[config.mk]
export PLATFORM = sky130hd
export DESIGN_NAME = seismic_sample_format_converter_unit
export DESIGN_NICKNAME = d
export VERILOG_FILES = /design/src/design/ssfc_pkg.sv /design/src/design/ssfc_core.sv /design/src/design/seismic_sample_format_converter_unit.sv
export SDC_FILE = /design/constraint.sdc
export NUM_CORES = 1
export LEC_CHECK = 0
export BUFFER_PORTS_ARGS = -buffer_cell sky130_fd_sc_hd__buf_2
export CAP_MARGIN = 20
export CORE_MARGIN = 1
export CORE_UTILIZATION = 36
export CTS_BUF_LIST = sky130_fd_sc_hd__clkbuf_4
export CTS_CLUSTER_DIAMETER = 100
export DETAILED_ROUTE_END_ITERATION = 7
export GPL_ROUTABILITY_DRIVEN = 0
export PLACE_DENSITY = 0.63
export REMOVE_ABC_BUFFERS = 1
export SLEW_MARGIN = 20
export SYNTH_ARGS = -nofsm -noshare
export SYNTH_HDL_FRONTEND = slang
export SYNTH_SLANG_ARGS = --single-unit
[constraint.sdc]
create_clock -name clk -period 6.9 [get_ports clk]
set_clock_uncertainty 0.15 [all_clocks]
set_input_delay 1.38 -clock clk [delete_from_list [all_inputs] [get_ports clk]]
set_output_delay 1.38 -clock clk [all_outputs]
set_load 0.1 [all_outputs]
[src/design/ssfc_pkg.sv]
`timescale 1ns / 1ps
package ssfc_pkg;
  localparam logic [1:0] FMT_IBM  = 2'd0;
  localparam logic [1:0] FMT_IEEE = 2'd1;
  localparam logic [1:0] FMT_AUTO = 2'd2;
  localparam logic [1:0] FMT_RESET = FMT_IEEE;
  localparam int WORD_W = 32;
  localparam int IBM_BIAS = 64;

  typedef struct packed {
    logic        valid;
    logic        action;
    logic        conv;
    logic [31:0] word;
  } stage_t;

  function automatic logic [31:0] swap32(input logic [31:0] v);
    swap32 = {v[7:0], v[15:8], v[23:16], v[31:24]};
  endfunction

  function automatic logic [4:0] msb24(input logic [23:0] v);
    logic [4:0] p;
    p = 5'd0;
    for (int i = 0; i < 24; i++) begin
      if (v[i]) p = i[4:0];
    end
    msb24 = p;
  endfunction
endpackage

[src/design/ssfc_core.sv]
`timescale 1ns / 1ps
module ssfc_core (
  input  logic                  clk,
  input  logic                  rst,
  input  ssfc_pkg::stage_t      in_stage,
  output logic                  out_valid,
  output logic [31:0]           out_word,
  output logic                  out_special
);
  // stage 1: classify and find leading one
  ssfc_pkg::stage_t s1;
  logic [4:0]  s1_p;
  logic [23:0] s1_frac;
  logic        s1_zero, s1_spec;

  logic [23:0] c_frac;
  logic        c_zero, c_spec;
  logic [7:0]  c_e8;
  logic [22:0] c_s;
  always_comb begin
    c_e8 = in_stage.word[30:23];
    c_s  = in_stage.word[22:0];
    c_spec = 1'b0;
    if (!in_stage.action) begin
      c_frac = in_stage.word[23:0];
      c_zero = (c_frac == 24'd0);
    end else begin
      c_spec = (c_e8 == 8'hFF);
      c_zero = (c_e8 == 8'd0) && (c_s == 23'd0);
      c_frac = (c_e8 == 8'd0) ? {1'b0, c_s} : {1'b1, c_s};
    end
  end

  always_ff @(posedge clk) begin
    if (rst) begin
      s1.valid <= 1'b0;
    end else begin
      s1.valid <= in_stage.valid;
    end
    s1.action <= in_stage.action;
    s1.conv   <= in_stage.conv;
    s1.word   <= in_stage.word;
    s1_frac   <= c_frac;
    s1_zero   <= c_zero;
    s1_spec   <= c_spec;
    s1_p      <= ssfc_pkg::msb24(c_frac);
  end

  // stage 2: exponent math and shift amounts
  ssfc_pkg::stage_t s2;
  logic [23:0] s2_frac;
  logic        s2_zero, s2_spec, s2_norm, s2_ovf, s2_left, s2_flush;
  logic [7:0]  s2_exp;
  logic [5:0]  s2_sh;

  logic signed [10:0] b, sd, q, t;
  logic signed [10:0] k;
  logic [6:0] e7;
  always_comb begin
    e7 = s1.word[30:24];
    b  = $signed({6'd0, s1_p}) + 11'sd4 * $signed({4'd0, e7}) - 11'sd153;
    sd = 11'sd4 * $signed({4'd0, e7}) - 11'sd131;
    q  = ((s1.word[30:23] == 8'd0) ? 11'sd1 : $signed({3'd0, s1.word[30:23]})) - 11'sd150;
    // floor((p + q) / 4) + 1 keeps the sum inside the signed range
    k  = (($signed({6'd0, s1_p}) + q) >>> 2) + 11'sd1;
    t  = q + 11'sd24 - (k <<< 2);
  end

  always_ff @(posedge clk) begin
    if (rst) begin
      s2.valid <= 1'b0;
    end else begin
      s2.valid <= s1.valid;
    end
    s2.action <= s1.action;
    s2.conv   <= s1.conv;
    s2.word   <= s1.word;
    s2_frac   <= s1_frac;
    s2_zero   <= s1_zero;
    s2_spec   <= s1_spec;
    if (!s1.action) begin
      s2_ovf   <= (b >= 11'sd255);
      s2_norm  <= (b >= 11'sd1);
      s2_exp   <= b[7:0];
      s2_left  <= (b >= 11'sd1) ? 1'b1 : (sd >= 11'sd0);
      s2_flush <= (sd <= -11'sd32);
      s2_sh    <= (b >= 11'sd1) ? 6'(5'd23 - s1_p) :
                  (sd >= 11'sd0) ? sd[5:0] : 6'(-sd);
    end else begin
      s2_ovf   <= 1'b0;
      s2_norm  <= 1'b0;
      s2_exp   <= 8'(k + 11'sd64);
      s2_left  <= (t >= 11'sd0);
      s2_flush <= 1'b0;
      s2_sh    <= (t >= 11'sd0) ? t[5:0] : 6'(-t);
    end
  end

  // stage 3: shift, round, assemble
  logic [31:0] r;
  logic        spec;
  logic [31:0] v, m, rem, half, sh_l, sh_r;
  always_comb begin
    v    = {8'd0, s2_frac};
    sh_l = (s2_sh >= 6'd32) ? 32'd0 : v << s2_sh[4:0];
    sh_r = (s2_sh >= 6'd32) ? 32'd0 : v >> s2_sh[4:0];
    rem  = v & ((32'd1 << s2_sh[4:0]) - 32'd1);
    half = 32'd1 << (s2_sh[4:0] - 5'd1);
    m    = sh_r;
    if ((rem > half) || ((rem == half) && m[0])) m = m + 32'd1;
    spec = 1'b0;
    if (!s2.conv) begin
      r = s2.word;
    end else if (!s2.action) begin
      if (s2_zero)       r = {s2.word[31], 31'd0};
      else if (s2_ovf)   r = {s2.word[31], 8'hFF, 23'd0};
      else if (s2_norm)  r = {s2.word[31], s2_exp, sh_l[22:0]};
      else if (s2_left)  r = {s2.word[31], sh_l[30:0]};
      else if (s2_flush) r = {s2.word[31], 31'd0};
      else               r = {s2.word[31], m[30:0]};
    end else begin
      if (s2_spec) begin
        spec = 1'b1;
        r = {s2.word[31], 31'h7FFFFFFF};
      end else if (s2_zero) begin
        r = 32'd0;
      end else begin
        r = {s2.word[31], s2_exp[6:0], (s2_left ? sh_l[23:0] : sh_r[23:0])};
      end
    end
    if (s2.action) r = ssfc_pkg::swap32(r);
  end

  always_ff @(posedge clk) begin
    if (rst) begin
      out_valid <= 1'b0;
    end else begin
      out_valid <= s2.valid;
    end
    out_word    <= r;
    out_special <= spec && s2.valid;
  end
endmodule

[src/design/seismic_sample_format_converter_unit.sv]
`timescale 1ns / 1ps
// Channel     | Signals                          | Handshake
// ------------+----------------------------------+---------------------------
// command     | start, busy, action, raw_word    | taken when start & !busy
// result      | done, result_word, special_input | one cycle strobe on done
// config      | cfg_we, cfg_data                 | written when cfg_we
//
// One transaction per cycle; each result passes through four register stages
// (swap/select, leading-one, exponent math, shift/round/assemble).
// busy is always low: the receiver cannot stall, so nothing ever backs up.
// Synchronous reset clears stage valids, loads RESET_FORMAT (default IEEE).
module seismic_sample_format_converter_unit #(
  parameter logic [1:0] RESET_FORMAT = ssfc_pkg::FMT_RESET
) (
  input  logic        clk,
  input  logic        rst,
  input  logic        start,
  output logic        busy,
  input  logic        action,
  input  logic [31:0] raw_word,
  output logic        done,
  output logic [31:0] result_word,
  output logic        special_input,
  input  logic        cfg_we,
  input  logic [1:0]  cfg_data
);
  logic [1:0] sample_format;
  ssfc_pkg::stage_t s0;

  assign busy = 1'b0;

  always_ff @(posedge clk) begin
    if (rst) begin
      sample_format <= RESET_FORMAT;
    end else if (cfg_we) begin
      sample_format <= cfg_data;
    end
  end

  // Swap decode words into IBM/IEEE order and decide whether to convert.
  logic [31:0] dec_word;
  logic        dec_conv;
  always_comb begin
    dec_word = ssfc_pkg::swap32(raw_word);
    case (sample_format)
      ssfc_pkg::FMT_IBM:  dec_conv = 1'b1;
      ssfc_pkg::FMT_IEEE: dec_conv = 1'b0;
      default:            dec_conv = (dec_word[30:23] == 8'hFF);
    endcase
  end

  always_ff @(posedge clk) begin
    if (rst) begin
      s0.valid <= 1'b0;
    end else begin
      s0.valid <= start && !busy;
    end
    s0.action <= action;
    s0.word   <= action ? raw_word : dec_word;
    s0.conv   <= action ? (sample_format == ssfc_pkg::FMT_IBM) : dec_conv;
  end

  ssfc_core u_core (
    .clk(clk), .rst(rst), .in_stage(s0),
    .out_valid(done), .out_word(result_word), .out_special(special_input)
  );

  a_busy_low: assert property (@(posedge clk) busy == 1'b0)
    else $error("busy raised");
  a_latency: assert property (@(posedge clk) disable iff (rst)
    (start && !busy) |-> ##4 done)
    else $error("result missing");
  a_spec_enc: assert property (@(posedge clk) disable iff (rst)
    special_input |-> done)
    else $error("special without result");
endmodule

==> results of run 1 <==
==> cells in the mapped netlist, drive strengths merged, types with 7 or more instances <==
| cell | count | area, um2 |
|---|---|---|
| a2111oi | 7 | 61.3 |
| a211oi | 29 | 233 |
| a21o | 14 | 105 |
| a21oi | 99 | 495 |
| a221oi | 9 | 78.8 |
| a22oi | 7 | 52.6 |
| a31oi | 11 | 68.8 |
| and2 | 17 | 106 |
| and3 | 11 | 68.8 |
| buf | 32 | 218 |
| clkbuf | 83 | 312 |
| dfxtp | 170 | 3400 |
| ha | 59 | 738 |
| inv | 40 | 150 |
| mux2 | 54 | 608 |
| mux2i | 49 | 490 |
| mux4 | 42 | 995 |
| nand2 | 126 | 473 |
| nand2b | 10 | 62.6 |
| nand3 | 34 | 170 |
| nand4 | 11 | 68.8 |
| nor2 | 118 | 443 |
| nor2b | 27 | 169 |
| nor3 | 46 | 240 |
| nor3b | 7 | 52.6 |
| nor4 | 22 | 138 |
| o211ai | 20 | 150 |
| o21ai | 72 | 360 |
| o21bai | 7 | 52.6 |
| o22ai | 26 | 163 |
| o31ai | 8 | 60.1 |
| o32ai | 7 | 61.3 |
| or2 | 8 | 52.6 |
| or3 | 17 | 106 |
| xnor2 | 36 | 315 |
| xor2 | 17 | 149 |
==> power breakdown <==
part	internal, mW	leakage [nW]	total (mW)	switching (mW)
Sequential	1.11	1.43	1.28	0.173
Combinational	1.13	3.52	3.27	2.14
Clock	0.194	0.148	0.564	0.370
==> stage by stage <==
step,worst slack [ns],hold slack (ns),area (um2),utilization,instances
final,0.915,0.156,13100,0.389,1894
after global routing,0.537,0.169,13100,0.389,1894
after CTS,1.13,0.150,13100,0.389,1893
after floorplan,0.350,0.160,11800,-,1329
after detailed placement,1.14,0.162,12800,0.381,1863
after global placement,1.25,0.160,12800,0.381,1863
==> area by class of cell <==
cell class              count  area [um2]  share of cell area
diodes                      1        2.50            0.000191
clock buffers              18         135              0.0103
clock inverters            12         136              0.0104
inverters                  42         158              0.0120
multi-input cells        1117        8220               0.628
flip-flops and latches    170        3410               0.261
well taps                 448         561              0.0428
repair buffers             86         465              0.0356
==> worst paths after layout <==
| check | start | endpoint | slack, ns | cells past startpoint |
|---|---|---|---|---|
| setup / recovery | u_core.s2_sh[2] | u_core.out_word[10] | 0.91 | 18 |
| setup reg to reg | u_core.s2_sh[2] | u_core.out_word[10] | 0.91 | 18 |
| hold reg to reg | u_core.s1[3] | u_core.s2[3] | 0.16 | 0 |
| hold / removal | u_core.s1[3] | u_core.s2[3] | 0.16 | 0 |
==> routing by layer <==
| metal | up-vias | routed length, um | track usage |
|---|---|---|---|
| li1 | 5341 | - | - |
| met4 | 0 | 2130 | 0.109 |
| met1 | 5317 | 16800 | 0.317 |
| met5 | - | 0 | 0 |
| met3 | 192 | 5400 | 0.0627 |
| met2 | 894 | 17300 | 0.346 |
==> kinds of logic after synthesis <==
| logic type | after synthesis |
|---|---|
| muxes | 145 |
| and+or+nand+nor | 480 |
| buffers and inverters | 157 |
| other | 1 |
| xor gates and xnor gates | 54 |
| adders and majority gates | 60 |
| AOI/OAI and AO/OA | 377 |
| DFF | 170 |
==> flip-flops by register name, indices dropped and copies added (netlist names), 2 cells and up <==
name / flops
s0: 35
u_core.s2: 35
u_core.out_word: 32
u_core.s1: 28
u_core.s2_exp: 8
u_core.e7: 7
u_core.s2_sh: 6
u_core.s1_p: 5
sample_format: 2
==> worst reg2reg max path: stages, from the launching register on <==
cell       delay (ns)
dfxtp_1          0.48
nor2_1           0.52
nand3_1          0.16
ha_1             0.39
or2_2            0.34
o21ai_0          0.14
a22o_1           0.14
nand2_1          0.05
a21boi_0         0.20
ha_1             0.25
and2_1           0.15
a221o_1          0.29
a221oi_1         0.47
nand2_1          0.18
o2111ai_1        0.97
or4_4            0.33
mux2i_1          0.08
a211oi_1         0.47
a211oi_2         0.13
==> impl_metrics.py, run 1 <==
metrics = {
    "yosys": {
        "syn_avg_cell_area_um2": 8.52,
        "muxShareOfSynthArea": 0.170,
        "synth_xor_area_frac": 0.0397,
        "yosys.cell_types.count": 86,
        "synth.ff_latch_count": 170,
        "ys_dominant_reg_cell": "dfxtp_1",
        "async_flop_share": 0,
        "yosys.area_share.simple": 0.194,
        "synthAdderAreaFrac": 0.0616,
        "yosysWarnings": 0,
        "synth_area_um2": 12300,
        "netlist_instances": 1444,
        "synth_edf_count": 0,
        "synth_compound_area_frac": 0.202,
        "yosysSeqAreaShare": 0.277,
        "synth_top_family_by_area": "compound AO/OA/AOI/OAI gates",
    },
    "outcome": {
        "status": "finished, violations left",
        "violations": "design-rule violations",
    },
    "floorplanning": {
        "die_h_um": 187,
        "io_pins": 74,
        "row_count": 67,
        "start_util": 0.366,
        "die_area_um2": 34900,
        "die_x_um": 187,
        "core_area_um2": 33600,
    },
    "setup_path": {
        "path_max_fanout": 14,
        "cp.arrival_ns": 6.27,
        "cp_cell_sequence": "nor2_1 > nand3_1 > ha_1 > or2_2 > o21ai_0 > a22o_1 > nand2_1 > a21boi_0 > ha_1 > and2_1 > a221o_1 > a221oi_1 > nand2_1 > o2111ai_1 > or4_4 > mux2i_1 > a211oi_1 > a211oi_2",
        "cp-start-kind": "flop",
        "path_class": "reg -> reg",
        "slowest_stage": "o2111ai_1",
        "endpoint_kind": "flop",
        "cp_num_buf_inv": 0,
        "slowest_delay_ns": 0.97,
        "cp.required_ns": 7.19,
        "crit_family": "compound AO/OA/AOI/OAI gates",
    },
    "timing": {
        "fin_crit_sh": 0.867,
        "slew_violations": 0,
        "max_freq_mhz": 167,
        "rsz0062_at_grt": "no",
        "finalSetupTns_ns": 0,
        "setup_viol": 0,
        "worst_pin_slew_ns": 1.18,
        "slew_headroom": 0.212,
        "finalHoldViolations": 0,
        "min_period_ns": 5.99,
    },
    "pwr": {
        "vdd_drop_max_mv": 0.157,
        "p_total_mw": 5.11,
        "p_leak_nw": 5.09,
        "p_per_area_nw_per_um2": 390,
    },
    "routing": {
        "drcViolationCount": 9,
        "drt_wl_total_mm": 41.6,
        "wl_per_cell_um": 22.0,
        "drtPass1Iterations": 8,
        "via_per_inst": 6.20,
        "drt_iter0_drc": 1837,
        "ant_nets": 0,
        "dr_total_vias": 11744,
    },
    "final_layout": {
        "nFillCells": 3374,
        "fin_nets": 1533,
        "final_cell_mix": "dfxtp_1, nand2_1, nor2_1",
        "area_growth_pct": 6.39,
        "layout-drive-gt1-share": 0.158,
        "mostFrequentLayoutCell": "dfxtp_1",
    },
    "hold_path": {
        "hp-class": "reg -> reg",
    },
    "cts": {
        "tritoncts": "built",
        "clkTransAtPathRegs_ns": 0.17,
        "root_buffer": "clkbuf_4",
        "ctsHoldBuffers": 0,
        "clockBufferDepth": 2,
        "cts_resized": 0,
        "h-tree-depth": 4,
        "cts_sinks": 170,
        "numCtsBuffers": 17,
        "cts_setup_buffers": 0,
        "clk_latency_ns": 0.57,
    },
    "grt": {
        "first_global_vias": 10978,
        "grt_max_degree": 64,
        "groute.usage.overall": 0.235,
        "antenna_found_initial": 1,
        "overflow": 0,
        "grt_pass1_wl_mm": 64.0,
    },
    "place": {
        "port-buffer-count": 72,
        "place_hpwl_mm": 30.0,
    },
    "run": {
        "cap_violations": 0,
    },
}
(Power assumes the default switching activity.)
==> run 2: changes to the inputs <==
- ABC_CLOCK_PERIOD_IN_PS: unset -> 5500
- PLACE_DENSITY: 0.63 -> 0.65
- clock period: 6.9 -> 5.5 ns (I/O delays scaled with it)
==> impl_metrics.py, run 2 (synthesis gave the netlist of run 1 again) <==
metrics = {
    "final_layout": {
        "final_cell_mix": "dfxtp_1, nand2_1, nor2_1",
        "area_growth_pct": 7.70,
        "mostFrequentLayoutCell": "dfxtp_1",
        "fin_nets": 1552,
        "layout-drive-gt1-share": 0.176,
        "num_antenna_cells": 0,
        "reg_top3": "s0 x35, u_core.s2 x35, u_core.out_word x32",
        "nFillCells": 3375,
    },
    "pwr": {
        "p_leak_nw": 5.18,
        "p_per_area_nw_per_um2": 493,
        "vdd_drop_max_mv": 0.210,
    },
    "setup_path": {
        "slowest_stage": "or4_4",
        "crit_family": "simple AND/OR/NAND/NOR gates",
        "cp.arrival_ns": 5.46,
        "endpoint_kind": "flop",
        "cp_num_buf_inv": 1,
        "slowest_delay_ns": 0.60,
        "cp.required_ns": 5.79,
        "cp_common_cell": "ha_1",
        "cp-start-kind": "flop",
        "cp_cell_sequence": "or2_1 > inv_1 > ha_1 > nor3_1 > nand2_1 > ha_1 > nand4_1 > nor4_1 > o21ai_0 > nand3_1 > o2111ai_1 > or4_4 > mux2i_1 > a211oi_1 > a211oi_2",
        "path_max_fanout": 17,
        "rr_startpoint": "u_core.s2_sh[0]",
        "crit_path_start": "u_core.s2_sh[0]",
        "path_class": "reg -> reg",
    },
    "routing": {
        "ant_nets": 0,
        "drcViolationCount": 0,
        "drtPass1Iterations": 7,
        "wl_per_cell_um": 21.7,
        "drt_wl_total_mm": 41.5,
        "via_per_inst": 6.29,
        "drt_iter0_drc": 1909,
        "dr_total_vias": 12030,
    },
    "floorplanning": {
        "die_area_um2": 34900,
        "start_util": 0.366,
        "core_area_um2": 33600,
        "row_count": 67,
        "io_pins": 74,
        "die_h_um": 187,
        "die_x_um": 187,
    },
    "hold_path": {
        "hp-start": "u_core.s1[1]",
        "hp-class": "reg -> reg",
    },
    "outcome": {
        "status": "finished, final reports clean",
    },
    "cts": {
        "clkTransAtPathRegs_ns": 0.15,
        "tritoncts": "built",
        "clk_latency_ns": 0.56,
        "root_buffer": "clkbuf_4",
        "numCtsBuffers": 17,
        "h-tree-depth": 4,
        "cts_sinks": 170,
        "clockBufferDepth": 2,
    },
    "timing": {
        "min_period_ns": 5.16,
        "fin_crit_sh": 0.938,
        "hold_slack_ns": 0.159,
        "slew_violations": 0,
        "setup_viol": 0,
        "final.setup.worst_slack_ns": 0.339,
        "worst_pin_slew_ns": 0.960,
        "rsz0062_at_grt": "no",
        "slew_headroom": 0.355,
        "finalHoldViolations": 0,
        "max_freq_mhz": 194,
    },
    "grt": {
        "grt_pass1_wl_mm": 64.3,
        "first_global_vias": 11204,
        "antenna_found_initial": 0,
        "groute.usage.overall": 0.233,
        "overflow": 0,
        "grt_max_degree": 63,
    },
    "place": {
        "place_hpwl_mm": 30.5,
        "port-buffer-count": 72,
        "place_ws_ns": -0.000706,
    },
    "run": {
        "cap_violations": 0,
    },
}
[run 2: layout make-up]
| class | instances | area [um2] | area share |
|---|---|---|---|
| Multi-Input combinational cell | 1117 | 8250 | 0.623 |
| Timing Repair Buffer | 105 | 608 | 0.0459 |
| Sequential cell | 170 | 3420 | 0.258 |
| Tap cell | 448 | 561 | 0.0423 |
| Clock inverter | 12 | 118 | 0.00888 |
| Inverter | 42 | 158 | 0.0119 |
| Clock buffer | 18 | 135 | 0.0102 |
[run 2: worst paths after layout]
kind                                       endpoint  slack (ns)  depth (start not counted)
worst max-delay path            u_core.out_word[10]        0.34                         15
worst min-delay path                   u_core.s2[1]        0.16                          0
worst max register to register  u_core.out_word[10]        0.34                         15
worst min register to register         u_core.s2[1]        0.16                          0
[run 2: timing repair]
item / CTS / global route
buffers inserted: 0 / 0
endpoints found under the setup margin: 1 / 5
hold buffers: 0 / 0
endpoints found under the hold margin: 0 / 0
resized for setup: 1 / 9
[run 2: metal layers]
metal  vias up  part of all wire  global-route usage
met4         0             0.046              0.0955
met3       193              0.14              0.0690
met5         -                 0                   0
met2       941              0.41               0.344
li1       5373                 -                   -
met1      5523              0.40               0.315
[run 2: power breakdown]
group | total [mW] | leakage (nW) | switching [mW] | internal [mW]
logic | 4.24 | 3.61 | 2.76 | 1.49
registers | 1.60 | 1.43 | 0.214 | 1.39
clock network | 0.686 | 0.135 | 0.454 | 0.232
[run 2: per-stage QoR]
step / TNS [ns] / power [mW] / util / cells / area (um2)
final: 0 / 6.53 / 0.394 / 1912 / 13200
after detailed placement: -0.000706 / 5.67 / 0.386 / 1882 / 13000
after CTS: 0 / 6.37 / 0.393 / 1912 / 13200
after global placement: 0 / 5.64 / 0.385 / 1882 / 13000
after global routing: 0 / 6.86 / 0.394 / 1912 / 13200
after floorplan: -20.26 / 4.46 / - / 1329 / 11800
